===== config.mk =====
export PLATFORM = sky130hd
export DESIGN_NAME = rtp_h264_payload_to_annexb
export DESIGN_NICKNAME = d
export VERILOG_FILES = /design/src/sv/rtp2ab_pkg.sv /design/src/sv/rtp_h264_payload_to_annexb.sv /design/src/sv/rtp2ab_front.sv /design/src/sv/rtp2ab_queue.sv /design/src/sv/rtp2ab_back.sv
export VERILOG_INCLUDE_DIRS = /design/src /design/src/sv
export SDC_FILE = /design/constraint.sdc
export NUM_CORES = 1
export LEC_CHECK = 0
export ABC_AREA = 1
export BUFFER_PORTS_ARGS = -buffer_cell sky130_fd_sc_hd__buf_2
export CELL_PAD_IN_SITES_DETAIL_PLACEMENT = 1
export CELL_PAD_IN_SITES_GLOBAL_PLACEMENT = 2
export CORE_ASPECT_RATIO = 0.6
export CORE_MARGIN = 2
export CORE_UTILIZATION = 34
export CTS_BUF_LIST = sky130_fd_sc_hd__clkbuf_8 sky130_fd_sc_hd__clkbuf_16
export CTS_CLUSTER_SIZE = 25
export DETAILED_ROUTE_END_ITERATION = 10
export PLACE_DENSITY = 0.76
export SYNTH_ARGS = -nofsm -noshare
export SYNTH_HDL_FRONTEND = slang
export SYNTH_HIERARCHICAL = 1
export SYNTH_SLANG_ARGS = --single-unit

===== constraint.sdc =====
create_clock -name clock -period 2.5 [get_ports clock]
set_input_delay 0.625 -clock clock [delete_from_list [all_inputs] [get_ports clock]]
set_output_delay 0.625 -clock clock [all_outputs]
set_load 0.005 [all_outputs]

===== src/sv/rtp_h264_payload_to_annexb_macros.svh =====
// assertion macros for the rtp h264 payload to annex b converter
`ifndef RTP_H264_PAYLOAD_TO_ANNEXB_MACROS_SVH
`define RTP_H264_PAYLOAD_TO_ANNEXB_MACROS_SVH

`ifndef SYNTHESIS

// clocked property, disabled while reset is high
`define RTP2AB_ASSERT(lbl, clk, rst, prop) \
   lbl: assert property (@(posedge clk) disable iff (rst) prop) \
      else $error("rtp2ab assertion failed");

// clocked property checked during reset as well
`define RTP2AB_ASSERT_ALWAYS(lbl, clk, prop) \
   lbl: assert property (@(posedge clk) prop) \
      else $error("rtp2ab assertion failed");

`else

`define RTP2AB_ASSERT(lbl, clk, rst, prop)
`define RTP2AB_ASSERT_ALWAYS(lbl, clk, prop)

`endif

`endif


===== src/sv/rtp2ab_pkg.sv =====
// shared types and constants of the rtp h264 payload to annex b converter
package rtp2ab_pkg;

   // depth of the command queue between front and back
   localparam int QUEUE_DEPTH = 4;

   // annex b start code
   localparam int START_LEN = 4;
   localparam logic [7:0] START_CODE [START_LEN] = '{8'h00, 8'h00, 8'h00, 8'h01};

   // one command from the classifier to the emitter
   typedef struct packed {
      logic       with_start;  // emit start code before data
      logic [7:0] data;
      logic       byte_valid;  // 0 for an empty end marker
      logic       nal_end;
   } cmd_type;

endpackage


===== src/sv/rtp_h264_payload_to_annexb.sv =====
// top level of the rtp h264 payload to annex b converter
// converts rtp h264 payload bytes into an annex b byte stream
// input side is a queue write port: a transaction moves on a clock edge with
// push high and full low, carrying one payload byte and its first and last
// of packet marks
// result side is a queue read port: while empty is low the oldest result is
// on the rsp_ ports and a transaction moves on an edge with pop high
// each payload byte gives zero to five results; run_last marks the final one
// a classifier front end updates packet state once per accepted byte and
// writes at most one command into a small queue; the emitter back end turns
// each command into one result per cycle while pop keeps the output moving,
// or five results when a start code leads; a byte's command is written into
// the queue and then loaded into the output register; packet bodies pass
// one byte per cycle while the receiver pops, and a start code adds its four
// bytes per nal unit; when the receiver stalls the output register holds,
// the queue fills and full rises; the front end keeps accepting until then
// reset clears packet state, the queue and the output register's full flag
module rtp_h264_payload_to_annexb #(
   parameter int QUEUE_DEPTH = rtp2ab_pkg::QUEUE_DEPTH
) (
   input  logic       clock,
   input  logic       reset,
   // input channel
   input  logic       push,
   output logic       full,
   input  logic [7:0] req_payload_byte,
   input  logic       req_first_of_packet,
   input  logic       req_last_of_packet,
   // result channel
   output logic       empty,
   input  logic       pop,
   output logic [7:0] rsp_out_byte,
   output logic       rsp_byte_valid,
   output logic       rsp_nal_end,
   output logic       rsp_run_last
);
   import rtp2ab_pkg::*;

   logic    accept;
   logic    cmd_push;
   cmd_type cmd_wr;
   cmd_type cmd_head;
   logic    cmd_valid;
   logic    cmd_pop;

   // transaction on the input side
   assign accept = push & ~full;

   // classify bytes and build commands
   rtp2ab_front u_front (
      .clock           (clock),
      .reset           (reset),
      .accept          (accept),
      .payload_byte    (req_payload_byte),
      .first_of_packet (req_first_of_packet),
      .last_of_packet  (req_last_of_packet),
      .cmd_push        (cmd_push),
      .cmd             (cmd_wr)
   );

   // decouples the front end from start code expansion stalls
   rtp2ab_queue #(
      .DEPTH (QUEUE_DEPTH)
   ) u_queue (
      .clock    (clock),
      .reset    (reset),
      .wr_en    (cmd_push),
      .wr_data  (cmd_wr),
      .full     (full),
      .rd_en    (cmd_pop),
      .rd_data  (cmd_head),
      .rd_valid (cmd_valid)
   );

   // expand commands into result transactions
   rtp2ab_back u_back (
      .clock      (clock),
      .reset      (reset),
      .cmd_valid  (cmd_valid),
      .cmd        (cmd_head),
      .cmd_pop    (cmd_pop),
      .pop        (pop),
      .empty      (empty),
      .out_byte   (rsp_out_byte),
      .byte_valid (rsp_byte_valid),
      .nal_end    (rsp_nal_end),
      .run_last   (rsp_run_last)
   );

endmodule


===== src/sv/rtp2ab_front.sv =====
// packet classifier: tracks packet position and builds emit commands
module rtp2ab_front (
   input  logic                clock,
   input  logic                reset,
   input  logic                accept,
   input  logic [7:0]          payload_byte,
   input  logic                first_of_packet,
   input  logic                last_of_packet,
   output logic                cmd_push,
   output rtp2ab_pkg::cmd_type cmd
);
   import rtp2ab_pkg::*;

   localparam logic [4:0] NAL_FRAG_UNIT = 5'd28;
   localparam logic [4:0] NAL_AGGREGATE = 5'd24;

   typedef enum logic [2:0] {
      POS_FIRST  = 3'b001,
      POS_FU_HDR = 3'b010,
      POS_BODY   = 3'b100
   } pos_type;

   typedef enum logic [2:0] {
      KIND_SINGLE = 3'b001,
      KIND_FU     = 3'b010,
      KIND_DROP   = 3'b100
   } kind_type;

   pos_type    pos_ff, pos_in;
   kind_type   kind_ff, kind_in;
   logic [2:0] f_nri_ff, f_nri_in;
   logic       end_flag_ff, end_flag_in;
   logic       has_cmd;
   logic       new_packet;
   logic [4:0] nal_type;

   assign nal_type = payload_byte[4:0];

   always_comb begin
      pos_in      = pos_ff;
      kind_in     = kind_ff;
      f_nri_in    = f_nri_ff;
      end_flag_in = end_flag_ff;
      has_cmd     = 1'b0;
      cmd         = '0;
      case (pos_ff)
         POS_FU_HDR, POS_BODY: new_packet = first_of_packet;
         default:              new_packet = 1'b1;
      endcase

      if (new_packet) begin
         if (nal_type == NAL_FRAG_UNIT) begin
            kind_in  = KIND_FU;
            f_nri_in = payload_byte[7:5];
            pos_in   = last_of_packet ? POS_FIRST : POS_FU_HDR;
         end else if (nal_type == NAL_AGGREGATE) begin
            kind_in = KIND_DROP;
            pos_in  = last_of_packet ? POS_FIRST : POS_BODY;
         end else begin
            kind_in        = KIND_SINGLE;
            has_cmd        = 1'b1;
            cmd.with_start = 1'b1;
            cmd.data       = payload_byte;
            cmd.byte_valid = 1'b1;
            cmd.nal_end    = last_of_packet;
            pos_in         = last_of_packet ? POS_FIRST : POS_BODY;
         end
      end else if (pos_ff == POS_FU_HDR) begin
         end_flag_in = payload_byte[6];
         if (payload_byte[7]) begin
            has_cmd        = 1'b1;
            cmd.with_start = 1'b1;
            cmd.data       = {f_nri_ff, nal_type};
            cmd.byte_valid = 1'b1;
            cmd.nal_end    = last_of_packet & payload_byte[6];
         end else if (last_of_packet && payload_byte[6]) begin
            // empty end marker
            has_cmd     = 1'b1;
            cmd.nal_end = 1'b1;
         end
         pos_in = last_of_packet ? POS_FIRST : POS_BODY;
      end else begin
         case (kind_ff)
            KIND_FU: begin
               has_cmd        = 1'b1;
               cmd.data       = payload_byte;
               cmd.byte_valid = 1'b1;
               cmd.nal_end    = last_of_packet & end_flag_ff;
            end
            KIND_SINGLE: begin
               has_cmd        = 1'b1;
               cmd.data       = payload_byte;
               cmd.byte_valid = 1'b1;
               cmd.nal_end    = last_of_packet;
            end
            default: has_cmd = 1'b0;
         endcase
         pos_in = last_of_packet ? POS_FIRST : POS_BODY;
      end
   end

   assign cmd_push = accept & has_cmd;

   always_ff @(posedge clock) begin
      if (reset) begin
         pos_ff      <= POS_FIRST;
         kind_ff     <= KIND_SINGLE;
         f_nri_ff    <= '0;
         end_flag_ff <= 1'b0;
      end else if (accept) begin
         pos_ff      <= pos_in;
         kind_ff     <= kind_in;
         f_nri_ff    <= f_nri_in;
         end_flag_ff <= end_flag_in;
      end
   end

endmodule


===== src/sv/rtp2ab_queue.sv =====
// short command queue between classifier and emitter
`include "rtp_h264_payload_to_annexb_macros.svh"

module rtp2ab_queue #(
   parameter int DEPTH = rtp2ab_pkg::QUEUE_DEPTH
) (
   input  logic                clock,
   input  logic                reset,
   input  logic                wr_en,
   input  rtp2ab_pkg::cmd_type wr_data,
   output logic                full,
   input  logic                rd_en,
   output rtp2ab_pkg::cmd_type rd_data,
   output logic                rd_valid
);
   import rtp2ab_pkg::*;

   localparam int PTR_W = (DEPTH > 1) ? $clog2(DEPTH) : 1;
   localparam int CNT_W = $clog2(DEPTH + 1);

   cmd_type            slot_ff [DEPTH];
   logic [PTR_W-1:0]   wr_ptr_ff, wr_ptr_in;
   logic [PTR_W-1:0]   rd_ptr_ff, rd_ptr_in;
   logic [CNT_W-1:0]   count_ff, count_in;
   logic               do_wr, do_rd;

   assign full     = (count_ff == CNT_W'(DEPTH));
   assign rd_valid = (count_ff != '0);
   assign rd_data  = slot_ff[rd_ptr_ff];
   assign do_wr    = wr_en & ~full;
   assign do_rd    = rd_en & rd_valid;

   always_comb begin
      wr_ptr_in = wr_ptr_ff;
      rd_ptr_in = rd_ptr_ff;
      count_in  = count_ff;
      if (do_wr) begin
         wr_ptr_in = (wr_ptr_ff == PTR_W'(DEPTH - 1)) ? '0 : wr_ptr_ff + 1'b1;
      end
      if (do_rd) begin
         rd_ptr_in = (rd_ptr_ff == PTR_W'(DEPTH - 1)) ? '0 : rd_ptr_ff + 1'b1;
      end
      if (do_wr && !do_rd) begin
         count_in = count_ff + 1'b1;
      end else if (do_rd && !do_wr) begin
         count_in = count_ff - 1'b1;
      end
   end

   always_ff @(posedge clock) begin
      if (reset) begin
         wr_ptr_ff <= '0;
         rd_ptr_ff <= '0;
         count_ff  <= '0;
      end else begin
         wr_ptr_ff <= wr_ptr_in;
         rd_ptr_ff <= rd_ptr_in;
         count_ff  <= count_in;
      end
   end

   always_ff @(posedge clock) begin
      if (do_wr) begin
         slot_ff[wr_ptr_ff] <= wr_data;
      end
   end

   `RTP2AB_ASSERT(a_count_range, clock, reset, count_ff <= CNT_W'(DEPTH))
   `RTP2AB_ASSERT(a_empty_ptrs, clock, reset, (count_ff == '0) |-> (rd_ptr_ff == wr_ptr_ff))
   `RTP2AB_ASSERT(a_full_ptrs, clock, reset, full |-> (rd_ptr_ff == wr_ptr_ff))
   `RTP2AB_ASSERT(a_count_grow, clock, reset, (do_wr && !do_rd) |=> count_ff > $past(count_ff))

endmodule


===== src/sv/rtp2ab_back.sv =====
// emitter: expands commands into result bytes behind an output register
`include "rtp_h264_payload_to_annexb_macros.svh"

module rtp2ab_back (
   input  logic                clock,
   input  logic                reset,
   input  logic                cmd_valid,
   input  rtp2ab_pkg::cmd_type cmd,
   output logic                cmd_pop,
   input  logic                pop,
   output logic                empty,
   output logic [7:0]          out_byte,
   output logic                byte_valid,
   output logic                nal_end,
   output logic                run_last
);
   import rtp2ab_pkg::*;

   localparam int STEP_W = $clog2(START_LEN + 1);

   logic [STEP_W-1:0] step_ff, step_in;
   logic              full_ff, full_in;
   logic [7:0]        byte_ff, byte_in;
   logic              valid_ff, valid_in;
   logic              end_ff, end_in;
   logic              last_ff, last_in;
   logic              load;
   logic              in_code;

   assign load    = cmd_valid & (~full_ff | pop);
   assign in_code = cmd.with_start & (step_ff != STEP_W'(START_LEN));

   always_comb begin
      step_in  = step_ff;
      byte_in  = byte_ff;
      valid_in = valid_ff;
      end_in   = end_ff;
      last_in  = last_ff;
      cmd_pop  = 1'b0;
      full_in  = full_ff & ~pop;
      if (load) begin
         full_in = 1'b1;
         if (in_code) begin
            byte_in  = START_CODE[step_ff[$clog2(START_LEN)-1:0]];
            valid_in = 1'b1;
            end_in   = 1'b0;
            last_in  = 1'b0;
            step_in  = step_ff + 1'b1;
         end else begin
            byte_in  = cmd.data;
            valid_in = cmd.byte_valid;
            end_in   = cmd.nal_end;
            last_in  = 1'b1;
            step_in  = '0;
            cmd_pop  = 1'b1;
         end
      end
   end

   always_ff @(posedge clock) begin
      if (reset) begin
         step_ff <= '0;
         full_ff <= 1'b0;
      end else begin
         step_ff <= step_in;
         full_ff <= full_in;
      end
   end

   always_ff @(posedge clock) begin
      byte_ff  <= byte_in;
      valid_ff <= valid_in;
      end_ff   <= end_in;
      last_ff  <= last_in;
   end

   assign empty      = ~full_ff;
   assign out_byte   = byte_ff;
   assign byte_valid = valid_ff;
   assign nal_end    = end_ff;
   assign run_last   = last_ff;

   `RTP2AB_ASSERT(a_step_range, clock, reset, step_ff <= STEP_W'(START_LEN))
   `RTP2AB_ASSERT(a_step_head, clock, reset, (step_ff != '0) |-> (cmd_valid && cmd.with_start))
   `RTP2AB_ASSERT(a_pop_last, clock, reset, cmd_pop |=> (full_ff && last_ff))
   `RTP2AB_ASSERT(a_marker_ends, clock, reset, (full_ff && !valid_ff) |-> (end_ff && byte_ff == '0))

endmodule

; Word-level counts from Yosys, hierarchy flattened
; Memories as Yosys holds them, arrays and structs flattened. A register that Yosys moved wholly into a read port is not among the register bits.
; Cells that the tools add are included.
[op_classes]
n_lt_le_gt_ge = 1
n_addsub = 5
mux = 38
n_bitwise = 15
n_eq_ne = 10
n_reduce_logical = 12
[ops]
columns = cell, count
row1 = $mux W11, 3
row2 = $mux W3, 8
row3 = $mux W8, 3
row4 = $mux W10, 2
row5 = $pmux W10 S2, 1
row6 = $bmux W8 S2, 1
row7 = $mux W1, 15
row8 = $eq A5 B5 Y1 const B, 2
row9 = $mux W2, 5
row10 = $and A1 B1 Y1, 9
row11 = $add A3 B1 Y3 const B, 2
row12 = $eq A3 B2 Y1 const B, 2
row13 = $eq A3 B3 Y1 const B, 2
row14 = $reduce_and A3 Y1, 2
row15 = $add A2 B1 Y2 const B, 2
row16 = $eq A2 B2 Y1 const B, 2
row17 = $not A1 Y1, 4
row18 = $reduce_or A2 Y1, 2
row19 = $eq A3 B1 Y1 const B, 1
row20 = $ge A3 B3 Y1 const B, 1
row21 = $logic_and A1 B1 Y1, 3
row22 = $ne A3 B3 Y1 const B, 1
row23 = $not A2 Y3, 1
row24 = $reduce_bool A3 Y1, 1
row25 = 5 further kinds, 6
[word_totals]
wordCells = 95
mem_count = 1
input_bits = 14
mem_bits_rw = 44
ff_bits = 32
[mem_list]
columns = memory, depth, word_bits, read_ports, rd_ports_with_merged_regs, wr, line
row1 = u_queue.slot_ff, 4, 11, 1, 1, 1, rtp2ab_queue.sv:21  ; cmd_type slot_ff [DEPTH];

; Longest topological paths before layout
; Gate-level depths: netlist (run 1).
[depth]
ltp_word = 11
ltp_mapped = 19
mapped_depth_nobuf = 19

; Hierarchy
; Netlist (run 1), hierarchy kept.
[modules_own_cells]
columns = mod, instances, area_each_um2, cells_per_inst
row1 = rtp2ab_queue, 1, 2170.8, 177
row2 = rtp2ab_front, 1, 878.3, 153
row3 = rtp2ab_back, 1, 658.1, 67
row4 = rtp_h264_payload_to_annexb, 1, 10.0, 2

; Least setup slack after synthesis (run 1)
; No wires, ideal clock.
[synth_path]
path_kind = input-to-reg
startpoint = in req_first_of_packet
endpoint = reg u_queue.count_ff[2]
setup_slack_ns = 0.064
n_path_buf = 1
setup_ns = 0.110
cell_stages = 17
arrival_ns = 2.327
cell_sequence = inv_1 nand3_4 buf_6 nand2_1 nand2_1 nor2_1 nand2_4 inv_1 ha_1 inv_1 fa_1 inv_1 nand2_1 nand3_1 nand2_1 inv_1 nor2_1
[synth_via]
elab_chain_cells = 7
word_cells_on_any_way = 9
classes_between = mux: 3 / bitwise: 2 / reduce/logical: 4
[synth_lines]
columns = element, line
row1 = "start, declared", rtp_h264_payload_to_annexb.sv:27  ; input logic req_first_of_packet,
row2 = $mux W1 *, rtp2ab_front.sv:46  ; case (pos_ff)
row3 = $mux W1 *, rtp2ab_front.sv:51  ; if (new_packet) begin
row4 = $and A1 B1 Y1 *, rtp2ab_front.sv:102  ; assign cmd_push = accept & has_cmd;
row5 = net cmd_push, rtp_h264_payload_to_annexb.sv:40  ; logic cmd_push;
row6 = $and A1 B1 Y1 *, rtp2ab_queue.sv:30  ; assign do_wr = wr_en & ~full;
row7 = net u_queue.do_wr, rtp2ab_queue.sv:25  ; logic do_wr, do_rd;
row8 = $logic_not A1 Y1, rtp2ab_queue.sv:45  ; end else if (do_rd && !do_wr) begin
row9 = $logic_and A1 B1 Y1, rtp2ab_queue.sv:45
row10 = $reduce_bool A2 Y1 (no source line), --
row11 = "end signal, assigned", rtp2ab_queue.sv:58  ; count_ff <= count_in;
row12 = "end, declared", rtp2ab_queue.sv:24  ; logic [CNT_W-1:0] count_ff, count_in;
; The timed path passes the listed nets; every way through them passes the cells marked *.
; A chain may end at the register's enable or synchronous reset.

; Worst setup path after layout (run 1)
[layout_path]
startpoint = reg u_queue.count_ff[0]
endpoint = reg u_queue.count_ff[2]
[layout_via]
elab_chain_cells = 8
word_cells_on_any_way = 18
classes_between = add/sub: 2 / eq/ne: 1 / mux: 3 / bitwise: 6 / reduce/logical: 6
[layout_lines]
columns = element, line
row1 = $eq A3 B3 Y1 *, rtp2ab_queue.sv:27  ; assign full = (count_ff == CNT_W'(DEPTH));
row2 = $not A1 Y1 *, rtp_h264_payload_to_annexb.sv:47  ; assign accept = push & ~full;
row3 = $and A1 B1 Y1 *, rtp_h264_payload_to_annexb.sv:47
row4 = net accept, rtp_h264_payload_to_annexb.sv:39  ; logic accept;
row5 = $and A1 B1 Y1 *, rtp2ab_front.sv:102
row6 = net cmd_push, rtp_h264_payload_to_annexb.sv:40
row7 = $and A1 B1 Y1 *, rtp2ab_queue.sv:30
row8 = net u_queue.do_wr, rtp2ab_queue.sv:25
row9 = $logic_not A1 Y1, rtp2ab_queue.sv:45
row10 = $logic_and A1 B1 Y1, rtp2ab_queue.sv:45
row11 = $reduce_bool A2 Y1 (no source line), --
; The timed path passes the listed nets; every way through them passes the cells marked *. The select of a mux whose other input is x is not followed.

==> out/results.ini, run 1 <==
[floorplan]
core_sq_um = 10600
die_area_sq_um = 11800
die_h_microns = 85.0
start_util_pct = 35.1
ios = 27
die_x_microns = 139
row_count = 29

[sta]
rsz0062_at_grt = no
fmax_ghz = 0.438
skew_ns = 0.00548
fin_crit_sh_pct = 91.3
maxSlewHeadroom_pct = 80.6
min_period_ns = 2.28
hold_violations = 0
slew_viol_final = 0
setup_violations = 0
worstMarginPinSlew_ns = 0.291

[detailed_routing]
drt-pass1-iter-count = 4
first_iter_violations = 149
num_vias = 2827
drc = 0
final_antenna_net_count = 0
routed_wl_microns = 8810
wire_per_inst_microns = 14.8
drt-vias-per-instance = 4.74

[worst_setup_path]
required_ns = 2.74
crit_type = flip-flop to flip-flop
cp-start-kind = flip-flop
critPathSlowestCell = dfxtp_1
crit_top_cell = inv_1
endpoint_kind = flip-flop
path_cells = nor2_4 -> nand2_4 -> inv_1 -> nor2_2 -> inv_1 -> nor2_2 -> nand2_4 -> inv_1 -> ha_1 -> inv_1 -> fa_1 -> inv_1 -> nand2_1 -> nand3_1 -> nand2_1 -> inv_1 -> nor2_1
path_buf_inv = 6
crit_path_max_incr_delay_ns = 0.44
path_delay_family = simple AND/OR/NAND/NOR gates
worstPathArrival_ns = 2.52
critPathMaxFanout = 4
startpoint = u_queue/count_ff[0]
rr_startpoint = u_queue/count_ff[0]

[final_layout]
synthToLayoutAreaGrowth_pct = 19.6
drive_gt1_share_pct = 20.4
antennaDiodeCount = 0
final_util_pct = 42.0
fin_area_sq_um = 4450
nNetsFinal = 475

[global_routing]
grt_pass1_vias = 2938
grt_pass1_wl_microns = 14500
grt.overflow.total = 0
grt_use_total_pct = 16.0
globalRouteMet2Util_pct = 25.6
met3_usage_pct = 5.08
grt_max_degree = 21
gr-usage-met1_pct = 21.2
grt_antenna_before_repair = 0
busiest_layer = met2

[placement]
dp_hpwl_microns = 6520
io_buffers = 26
dpl_cell_area_sq_um = 4150
gp_congestion = 0.793

[power_and_ir_drop]
p_leak_nw = 1.95
internal_power_w = 0.00309
pwr-share-seq_pct = 39.4
switchingPower_w = 0.00167
power_w = 0.00476
max-vdd-ir-drop_uv = 445
p_sw_share_pct = 35.0
combPwrFrac_pct = 33.4
power_frac_clock_pct = 27.2
p_per_area_nw_per_um2 = 1070

[logic_synthesis]
synth_edf_count = 55
synthTopCellsByArea = edfxtp_1 44%, dfxtp_1 12%, nand2_1 7.4%
syn_nets = 422
synth_top_cell_by_area = edfxtp_1
synth_seq_cells = 78
postSynthCellCount = 399
synth_cell_type_count = 33
async_flop_share_pct = 0
syn_area_sq_um = 3720
yosys_warnings = 6
synth-main-ff-cell = edfxtp_1
yosysSeqAreaShare_pct = 56.8
ys_top_cells_by_count = 73 x nand2_1, 61 x nor2_1, 58 x inv_1
synth_top_area_share_pct = 44.4
avgSynthCellArea_sq_um = 9.32
yosysMostFrequentCell = nand2_1

[clock_network]
htreeDepth = 3
clk_pin_slew_ns = 0.06
hold_buffers = 0
cts_buffer_depth = 2
cts_root_buffer = clkbuf_16
clock_latency_ns = 0.33
cts_sinks = 78
cts_tree = built
cts_setup_buffers = 0
numCtsBuffers = 9

[status]
status = completed

[flow_run]
maxCapViolations = 0

[min_path]
hold_class = flip-flop to flip-flop
hold_start = u_front/kind_ff[1]

layout by cell type (no fill, tap or decap), drive strengths merged:
master    netlist  final
nand2          84     84
nor2           67     67
inv            62     64
edfxtp         55     55
buf             9     51
o21ai          30     30
dfxtp          23     23
nand3          19     19
a21oi          12     12
o22ai          11     11
clkbuf          0      9
nand4           8      8
ha              8      8
nand3b          4      4
clkinv          0      3
bufinv          0      1
clkinvlp        0      1
or2             1      1
nor3            1      1
a31oi           1      1
a21boi          1      1
o21a            1      1
xor2            1      1
fa              1      1
power by group through the flow:
stage / combinational, W / clock (W) / sequential (W)
6_report: 0.00159 / 0.00129 / 0.00188
5_1_grt: 0.00182 / 0.00139 / 0.00191
2_1_floorplan: 0.00104 / 0 / 0.00189
3_5_place_dp: 0.00159 / 0 / 0.00191
4_1_cts: 0.00160 / 0.00134 / 0.00188
3_3_place_gp: 0.00153 / 0 / 0.00189
metrics by stage:
stage | std cells | TNS, ns | worst slack, ns | hold slack (ns)
after global routing | 596 | 0 | 0.00810 | 0.522
after floorplan | 399 | 0 | 0.0636 | 0.448
final | 596 | 0 | 0.217 | 0.511
after CTS | 596 | 0 | 0.169 | 0.509
after global placement | 580 | 0 | 0.0770 | 0.472
after detailed placement | 580 | -0.0127 | -0.0127 | 0.501
routing by layer:
layer  wire [microns]  vias up
li1                 -     1420
met1             4480     1372
met2             4000       25
met3              210       10
met4              119        0
met5                0        -
cells by family (layout without fill, tap and decap cells):
family | Yosys count | after routing | share of synthesized area (%)
AO/OA/AOI/OAI | 56 | 56 | 8.28
XOR/XNOR | 1 | 1 | 0.236
adder cells (fa/ha/maj) | 9 | 9 | 3.23
buffers and inverters | 71 | 129 | 8.04
flip-flops | 78 | 78 | 56.8
AND/OR/NAND/NOR | 184 | 184 | 23.4
flip-flops by register name, indices dropped and copies added (netlist names), named ones only:
register and flops:
u_back/byte_valid 1, u_back/full_ff 1, u_back/nal_end 1, u_back/out_byte 8, u_back/run_last 1, u_back/step_ff 3
u_front/end_flag_ff 1, u_front/f_nri_ff 3, u_front/kind_ff 3, u_front/pos_ff 3, u_queue/count_ff 3, u_queue/rd_ptr_ff 2
u_queue/slot_ff 44, u_queue/wr_ptr_ff 2
path summary, 6_finish.rpt:
kind | end | slack, ns | cells past startpoint
worst min register to register | u_front/kind_ff[1] | 0.51 | 2
worst max register to register | u_queue/count_ff[2] | 0.22 | 17
worst min-delay path | u_front/kind_ff[1] | 0.51 | 2
worst max-delay path | u_queue/count_ff[2] | 0.22 | 17
cell type report:
class / count / area [sq um]
multi-input combinational: 250 / 1310
clock buffer: 9 / 225
timing repair buffer: 51 / 318
tap: 139 / 174
clock inverter: 7 / 72.6
fill: 1251 / 6150
sequential: 78 / 2110
inverter: 62 / 235
worst reg2reg max path, cell delays in order (launching register included):
cell,delay [ns]
dfxtp_1,0.44
nor2_4,0.08
nand2_4,0.09
inv_1,0.06
nor2_2,0.13
inv_1,0.09
nor2_2,0.20
nand2_4,0.07
inv_1,0.06
ha_1,0.16
inv_1,0.07
fa_1,0.39
inv_1,0.07
nand2_1,0.06
nand3_1,0.08
nand2_1,0.05
inv_1,0.04
nor2_1,0.03
repair_timing:
action	in CTS	in global routing
endpoints found under the setup margin	0	1
endpoints found under the hold margin	0	0
gates resized for setup	0	1
Power figures use the tool's default switching activity.
==> run 2, diff against run 1 <==
--- a/config.mk
+++ b/config.mk
@@ -11,7 +11,6 @@
 export CELL_PAD_IN_SITES_DETAIL_PLACEMENT = 1
 export CELL_PAD_IN_SITES_GLOBAL_PLACEMENT = 2
 export CORE_ASPECT_RATIO = 0.6
-export CORE_MARGIN = 2
 export CORE_UTILIZATION = 34
 export CTS_BUF_LIST = sky130_fd_sc_hd__clkbuf_8 sky130_fd_sc_hd__clkbuf_16
 export CTS_CLUSTER_SIZE = 25
==> run 2 against run 1 <==
  * Flip-flop and latch count did not move
  * Wire length fell by 0.95%
  * Fmax rose by 2.4%
  * Critical path depth rose by 2
  * Sequential power barely moved
  * Cell count rose by 0.17%
  * Clock power fell by 5%
==> out/results.ini, run 2 (same netlist as run 1, synthesis figures left out) <==
[detailed_routing]
routed_wl_microns = 8720  ; -0.95%
drc = 0  ; unchanged
wire_per_inst_microns = 14.6  ; -1.1%
first_iter_violations = 146  ; -2.0%
drt-pass1-iter-count = 4  ; unchanged
final_antenna_net_count = 0  ; unchanged
drt-vias-per-instance = 4.69  ; -1.1%
num_vias = 2801  ; -0.92%

[worst_setup_path]
path_cells = inv_1 -> nand3_1 -> inv_1 -> nand2_1 -> nand2_1 -> nand2_1 -> nand2_1 -> nor2_4 -> nand2_4 -> inv_1 -> ha_1 -> inv_1 -> fa_1 -> inv_1 -> nand2_1 -> nand3_1 -> nand2_1 -> inv_1 -> nor2_1
path_buf_inv = 6  ; unchanged
critPathSlowestCell = dfxtp_1
critPathMaxFanout = 3  ; -1
path_delay_family = simple AND/OR/NAND/NOR gates
required_ns = 2.74  ; about the same
worstPathArrival_ns = 2.47  ; -0.05 ns
endpoint_kind = flip-flop
cp-start-kind = flip-flop
crit_path_max_incr_delay_ns = 0.37  ; -0.07 ns
crit_type = flip-flop to flip-flop

[power_and_ir_drop]
p_per_area_nw_per_um2 = 1050  ; -2.0%
max-vdd-ir-drop_uv = 458  ; +3.1%
p_leak_nw = 1.95  ; -0.11%
pwr-share-seq_pct = 40.3  ; +0.9 points
combPwrFrac_pct = 33.5  ; about the same
internal_power_w = 0.00300  ; -3.0%
switchingPower_w = 0.00166  ; -0.52%
power_frac_clock_pct = 26.2  ; -1.0 points
p_sw_share_pct = 35.6  ; +0.57 points

[clock_network]
clk_pin_slew_ns = 0.06  ; about the same
clock_latency_ns = 0.34  ; about the same
cts_sinks = 78  ; unchanged
cts_buffer_depth = 2  ; unchanged
htreeDepth = 3  ; unchanged
hold_buffers = 0  ; unchanged
cts_root_buffer = clkbuf_16
numCtsBuffers = 9  ; unchanged
cts_tree = built

[sta]
rsz0062_at_grt = no
hold_violations = 0  ; unchanged
fin_crit_sh_pct = 89.1  ; -2.2 points
fmax_ghz = 0.449  ; +2.4%
maxSlewHeadroom_pct = 79.6  ; -1.0 points
slew_viol_final = 0  ; unchanged
setup_violations = 0  ; unchanged
skew_ns = 0.00862  ; +0.00314 ns
worstMarginPinSlew_ns = 0.306  ; +0.0147 ns
min_period_ns = 2.23  ; -0.0540 ns
whs_ns = 0.498  ; -0.0125 ns

[placement]
io_buffers = 26  ; unchanged
gp_congestion = 0.779  ; -1.8%
dp_hpwl_microns = 6470  ; -0.70%

[global_routing]
gr-usage-met1_pct = 24.9  ; +3.7 points
globalRouteMet2Util_pct = 25.4  ; -0.23 points
met3_usage_pct = 4.21  ; -0.87 points
grt_antenna_before_repair = 0  ; unchanged
grt_use_total_pct = 17.3  ; +1.3 points
grt_max_degree = 21  ; unchanged
grt_pass1_vias = 2893  ; -1.5%
busiest_layer = met2
grt_pass1_wl_microns = 14700  ; +1.6%
grt.overflow.total = 0  ; unchanged

[floorplan]
start_util_pct = 35.1  ; unchanged
ios = 27  ; unchanged
die_h_microns = 83.0  ; -2.4%
core_sq_um = 10600  ; unchanged
die_x_microns = 137  ; -1.4%
row_count = 29  ; unchanged
die_area_sq_um = 11400  ; -3.8%

[final_layout]
layout_commonest_cell = nand2_1
synthToLayoutAreaGrowth_pct = 19.5  ; about the same
final_util_pct = 41.9  ; about the same
drive_gt1_share_pct = 20.7  ; +0.39 points
regMostFlops = u_queue/slot_ff
largest_reg_flops = 44  ; unchanged
nNetsFinal = 476  ; +0.21%
antennaDiodeCount = 0  ; unchanged
nFillCells = 1237  ; -1.1%
final_cell_mix = 73 x nand2_1, 60 x nor2_1, 58 x inv_1, 55 x edfxtp_1

[flow_run]
maxCapViolations = 0  ; unchanged

[min_path]
hold_class = flip-flop to flip-flop

[status]
status = completed

## run 2: cell count changes in the layout (fill, tap and decap cells not counted), sizes merged
cell / delta
buf: +1
bufinv: -1
clkinv: +1
## run 2: area by class of cell
class / instances / area (sq um) / share of cell area (%)
Inverter: 62 / 235 / 5.30
Clock inverter: 7 / 56.3 / 1.27
Tap cell: 139 / 174 / 3.92
Sequential cell: 78 / 2110 / 47.5
Clock buffer: 9 / 225 / 5.07
Multi-Input combinational cell: 250 / 1310 / 29.6
Timing Repair Buffer: 52 / 325 / 7.32
## run 2: metal layers
layer	part of all wire, %	routed length, microns	vias to the layer above
met5	0	0	-
met4	1.3	112	0
met3	2.4	207	7
met2	43	3780	24
met1	53	4620	1340
li1	-	-	1430
## run 2: per-stage QoR
stage | TNS [ns] | worst slack (ns) | total power [W] | cells | instance area (sq um)
detailed placement | -0.0210 | -0.0210 | 0.00348 | 581 | 4150
global placement | 0 | 0.0716 | 0.00343 | 581 | 4150
CTS | 0 | 0.193 | 0.00473 | 597 | 4430
finish | 0 | 0.271 | 0.00466 | 597 | 4440
global route | 0 | 0.0202 | 0.00501 | 597 | 4440
floorplan | 0 | 0.0636 | 0.00294 | 399 | 3720
## run 2: repair_timing
item	in CTS	in global routing
setup endpoints to repair	0	1
resized for setup	0	2
buffers inserted	0	0
## run 2: worst paths after layout
kind	end	from	cells past startpoint	slack [ns]
min	u_front/kind_ff[1]	u_front/kind_ff[1]	2	0.50
max	u_queue/count_ff[2]	u_front/pos_ff[0]	19	0.27
max reg2reg	u_queue/count_ff[2]	u_front/pos_ff[0]	19	0.27
min reg2reg	u_front/kind_ff[1]	u_front/kind_ff[1]	2	0.50
## run 2: tightest hold or removal path, cell delays in order (launching register included)
cell,delay [ns]
dfxtp_1,0.32
nand2_1,0.07
a21oi_1,0.06
## run 2: power groups by stage
stage	combinational (W)	sequential [W]	clock [W]
finish	0.00156	0.00188	0.00122
global route	0.00179	0.00191	0.00131
CTS	0.00158	0.00188	0.00127
detailed placement	0.00157	0.00191	0
global placement	0.00153	0.00190	0
floorplan	0.00104	0.00189	0
==> run 3, diff against run 2 <==
--- a/config.mk
+++ b/config.mk
@@ -6,16 +6,16 @@
 export SDC_FILE = /design/constraint.sdc
 export NUM_CORES = 1
 export LEC_CHECK = 0
-export ABC_AREA = 1
 export BUFFER_PORTS_ARGS = -buffer_cell sky130_fd_sc_hd__buf_2
 export CELL_PAD_IN_SITES_DETAIL_PLACEMENT = 1
 export CELL_PAD_IN_SITES_GLOBAL_PLACEMENT = 2
 export CORE_ASPECT_RATIO = 0.6
-export CORE_UTILIZATION = 34
+export CORE_UTILIZATION = 35
 export CTS_BUF_LIST = sky130_fd_sc_hd__clkbuf_8 sky130_fd_sc_hd__clkbuf_16
+export CTS_CLUSTER_DIAMETER = 80
 export CTS_CLUSTER_SIZE = 25
 export DETAILED_ROUTE_END_ITERATION = 10
-export PLACE_DENSITY = 0.76
+export PLACE_DENSITY = 0.7
 export SYNTH_ARGS = -nofsm -noshare
 export SYNTH_HDL_FRONTEND = slang
 export SYNTH_HIERARCHICAL = 1
==> run 3 against run 2 <==
  * The flow now finishes with violations (negative setup slack)
  * Largest power group unchanged
  * Cell count shrank 23%
  * Fmax down 15%
  * Hold slack better by 0.0021 ns
==> out/results.ini, run 3 <==
[status]
status = complete, but fails checks
violations = negative setup slack

[logic_synthesis]
synth-main-ff-cell = edfxtp_1
yosysMostFrequentCell = edfxtp_1
synth_top_family_by_area = simple AND/OR/NAND/NOR gates
synth_edf_count = 55  ; unchanged
postSynthCellCount = 246  ; -38%
synth-xor-area-share_pct = 1.54  ; +1.3 points
ys_top_cells_by_count = 55 x edfxtp_1, 23 x dfxtp_1, 17 x nor2_1
synth_cell_type_count = 64  ; +94%
synth_top_area_share_pct = 47.4  ; +3.0 points
synth_compound_area_share_pct = 8.48  ; +0.20 points
synth_fa_ha_area_share_pct = 3.45  ; +0.22 points
synthTopCellsByArea = edfxtp_1 47%, dfxtp_1 13%, mux4_2 7.1%
yosys_warnings = 6  ; unchanged
synth_seq_cells = 78  ; unchanged
syn_nets = 269  ; -36%
async_flop_share_pct = 0  ; unchanged
synth-simple-area-share_pct = 13.8  ; -9.6 points
synth_top_cell_by_area = edfxtp_1
avgSynthCellArea_sq_um = 14.2  ; +52%
synth_mux_area_share_pct = 8.87  ; +8.9 points
yosysSeqAreaShare_pct = 60.6  ; +3.8 points
syn_area_sq_um = 3480  ; -6.3%

[floorplan]
die_area_sq_um = 10400  ; -8.8%
core_sq_um = 9430  ; -11%
die_x_microns = 131  ; -4.5%
row_count = 27  ; -6.9%
die_h_microns = 79.3  ; -4.5%
ios = 27  ; unchanged
start_util_pct = 37.0  ; +1.9 points

[final_layout]
largest_reg_flops = 44  ; unchanged
synthToLayoutAreaGrowth_pct = 28.9
nNetsFinal = 348  ; -27%
final_cell_mix = 55 x edfxtp_1, 51 x buf_4, 23 x buf_2, 22 x dfxtp_1, 15 x nor2_1
antennaDiodeCount = 0  ; unchanged
final_util_pct = 47.6  ; +5.7 points
drive_gt1_share_pct = 43.0  ; +22 points
layout_commonest_cell = edfxtp_1
regMostFlops = u_queue/slot_ff

[detailed_routing]
num_vias = 2174  ; -22%
routed_wl_microns = 7350  ; -16%
wire_per_inst_microns = 16.0  ; +9.4%
drt-pass1-iter-count = 4  ; unchanged
first_iter_violations = 73  ; -50%
final_antenna_net_count = 0  ; unchanged
drc = 0  ; unchanged
drt-vias-per-instance = 4.73  ; +0.73%

[worst_setup_path]
crit_type = primary input to flip-flop
endpoint_kind = flip-flop
cp-start-kind = primary input
r2r_slack_ns = -0.06  ; -0.33 ns
path_cells = buf_6 -> and4bb_1 -> or2_1 -> a21o_1 -> a31oi_4 -> inv_2 -> nor2_4 -> ha_2 -> inv_2 -> fa_2 -> xor2_2 -> or3_4 -> a21oi_2
path_buf_inv = 3  ; -3
worstPathArrival_ns = 2.88  ; +0.41 ns
path_delay_family = simple AND/OR/NAND/NOR gates
crit_top_cell = inv_2
critPathSlowestCell = fa_2
critPathMaxFanout = 3  ; unchanged
crit_path_max_incr_delay_ns = 0.34  ; -0.03 ns
required_ns = 2.77  ; +0.03 ns

[min_path]
hold_class = flip-flop to flip-flop

[sta]
fmax_ghz = 0.382  ; -15%
rsz0062_at_grt = yes
fin_ws_ns = -0.117  ; -0.388 ns
setup_violations = 1  ; +1
worstMarginPinSlew_ns = 0.823  ; +0.517 ns
hold_violations = 0  ; unchanged
setup_tns_ns = -0.117  ; -0.117 ns
slew_viol_final = 0  ; unchanged
fin_crit_sh_pct = 105  ; +16 points
maxSlewHeadroom_pct = 44.9  ; -35 points
min_period_ns = 2.62  ; +0.388 ns
skew_ns = 0.00833  ; -0.000297 ns

[global_routing]
grt_use_total_pct = 15.6  ; -1.6 points
grt_antenna_before_repair = 0  ; unchanged
grt.overflow.total = 0  ; unchanged
grt_pass1_vias = 2241  ; -23%
grt_max_degree = 23  ; +9.5%
grt_pass1_wl_microns = 11700  ; -21%

[power_and_ir_drop]
p_per_area_nw_per_um2 = 894  ; -15%
max-vdd-ir-drop_uv = 424  ; -7.5%
p_leak_nw = 1.68  ; -14%

[clock_network]
clock_latency_ns = 0.33  ; about the same
hold_buffers = 0  ; unchanged
htreeDepth = 3  ; unchanged
numCtsBuffers = 9  ; unchanged
cts_buffer_depth = 2  ; unchanged
cts_tree = built
clk_pin_slew_ns = 0.06  ; about the same
cts_root_buffer = clkbuf_16
cts_sinks = 78  ; unchanged

[placement]
io_buffers = 26  ; unchanged
dp_hpwl_microns = 5450  ; -16%
gp_congestion = 0.786  ; +0.89%

[flow_run]
maxCapViolations = 0  ; unchanged

run 3: changes by cell type after synthesis, moves of 4 or more:
cell,before,now
nand2_1,73,11
inv_1,58,9
nor2_1,61,17
o21ai_1,20,1
mux4_2,0,11
nand3_1,17,6
o22ai_1,11,0
nor2b_1,0,10
nand2_2,6,0
nand4_1,8,2
o21ai_0,9,3
mux2i_1,0,5
nand2_4,5,0
and3_2,0,4
run 3: tightest hold or removal path, stage by stage, from the launching register on:
cell,delay [ns]
dfxtp_1,0.33
o31ai_1,0.07
a21oi_1,0.05
run 3: cell type report:
cell class	count	area (sq um)
clock inverter	7	72.6
clock buffer	9	225
sequential	78	2110
inverter	11	46.3
fill	984	4940
multi-input combinational	147	1320
tap	130	163
timing repair buffer	78	552
run 3: timing repair:
| item | CTS | global route |
|---|---|---|
| pin swaps | 6 | 0 |
| setup endpoints to repair | 2 | 2 |
| setup buffers | 2 | 0 |
| gates resized for setup | 9 | 1 |
| hold endpoints to repair | 0 | 0 |
run 3: stage by stage:
stage	hold slack [ns]	setup slack [ns]	power, W	area, sq um	instances
after CTS	0.503	-0.109	0.00408	4490	460
after global routing	0.532	-0.199	0.00425	4490	460
after detailed placement	0.488	-0.515	0.00274	4130	442
final	0.500	-0.117	0.00401	4490	460
after global placement	0.453	-0.458	0.00271	4130	442
after floorplan	0.436	-0.479	0.00229	3510	246
run 3: final timing paths:
check / startpoint / cells past startpoint / end
worst min-delay path: u_back/step_ff[2] / 2 / u_back/step_ff[2]
worst max-delay path: req_payload_byte[3] / 13 / u_queue/count_ff[2]
worst max register to register: u_front/pos_ff[2] / 12 / u_queue/count_ff[2]
worst min register to register: u_back/step_ff[2] / 2 / u_back/step_ff[2]
run 3: logic make-up (layout without fill, tap and decap cells):
group                      Yosys count  in the layout
buffers and inverters               21            105
and+or+nand+nor                     78             78
xor gates and xnor gates             4              4
DFF                                 78             78
AOI/OAI and AO/OA                   39             39
adders and majority gates            9              9
muxes                               17             17
run 3: report_power, final:
| group | internal (W) | total [W] | switching (W) |
|---|---|---|---|
| clock | 0.000774 | 0.00129 | 0.000517 |
| combinational | 0.000484 | 0.000970 | 0.000486 |
| sequential | 0.00167 | 0.00175 | 0.0000856 |
run 3: routing by layer:
layer | GRT usage (%) | up-vias | part of all wire [%]
li1 | - | 1080 | -
met1 | 21.6 | 1051 | 52
met2 | 23.1 | 36 | 44
met3 | 4.99 | 7 | 3.1
met4 | 5.06 | 0 | 1.0
met5 | 0 | - | 0
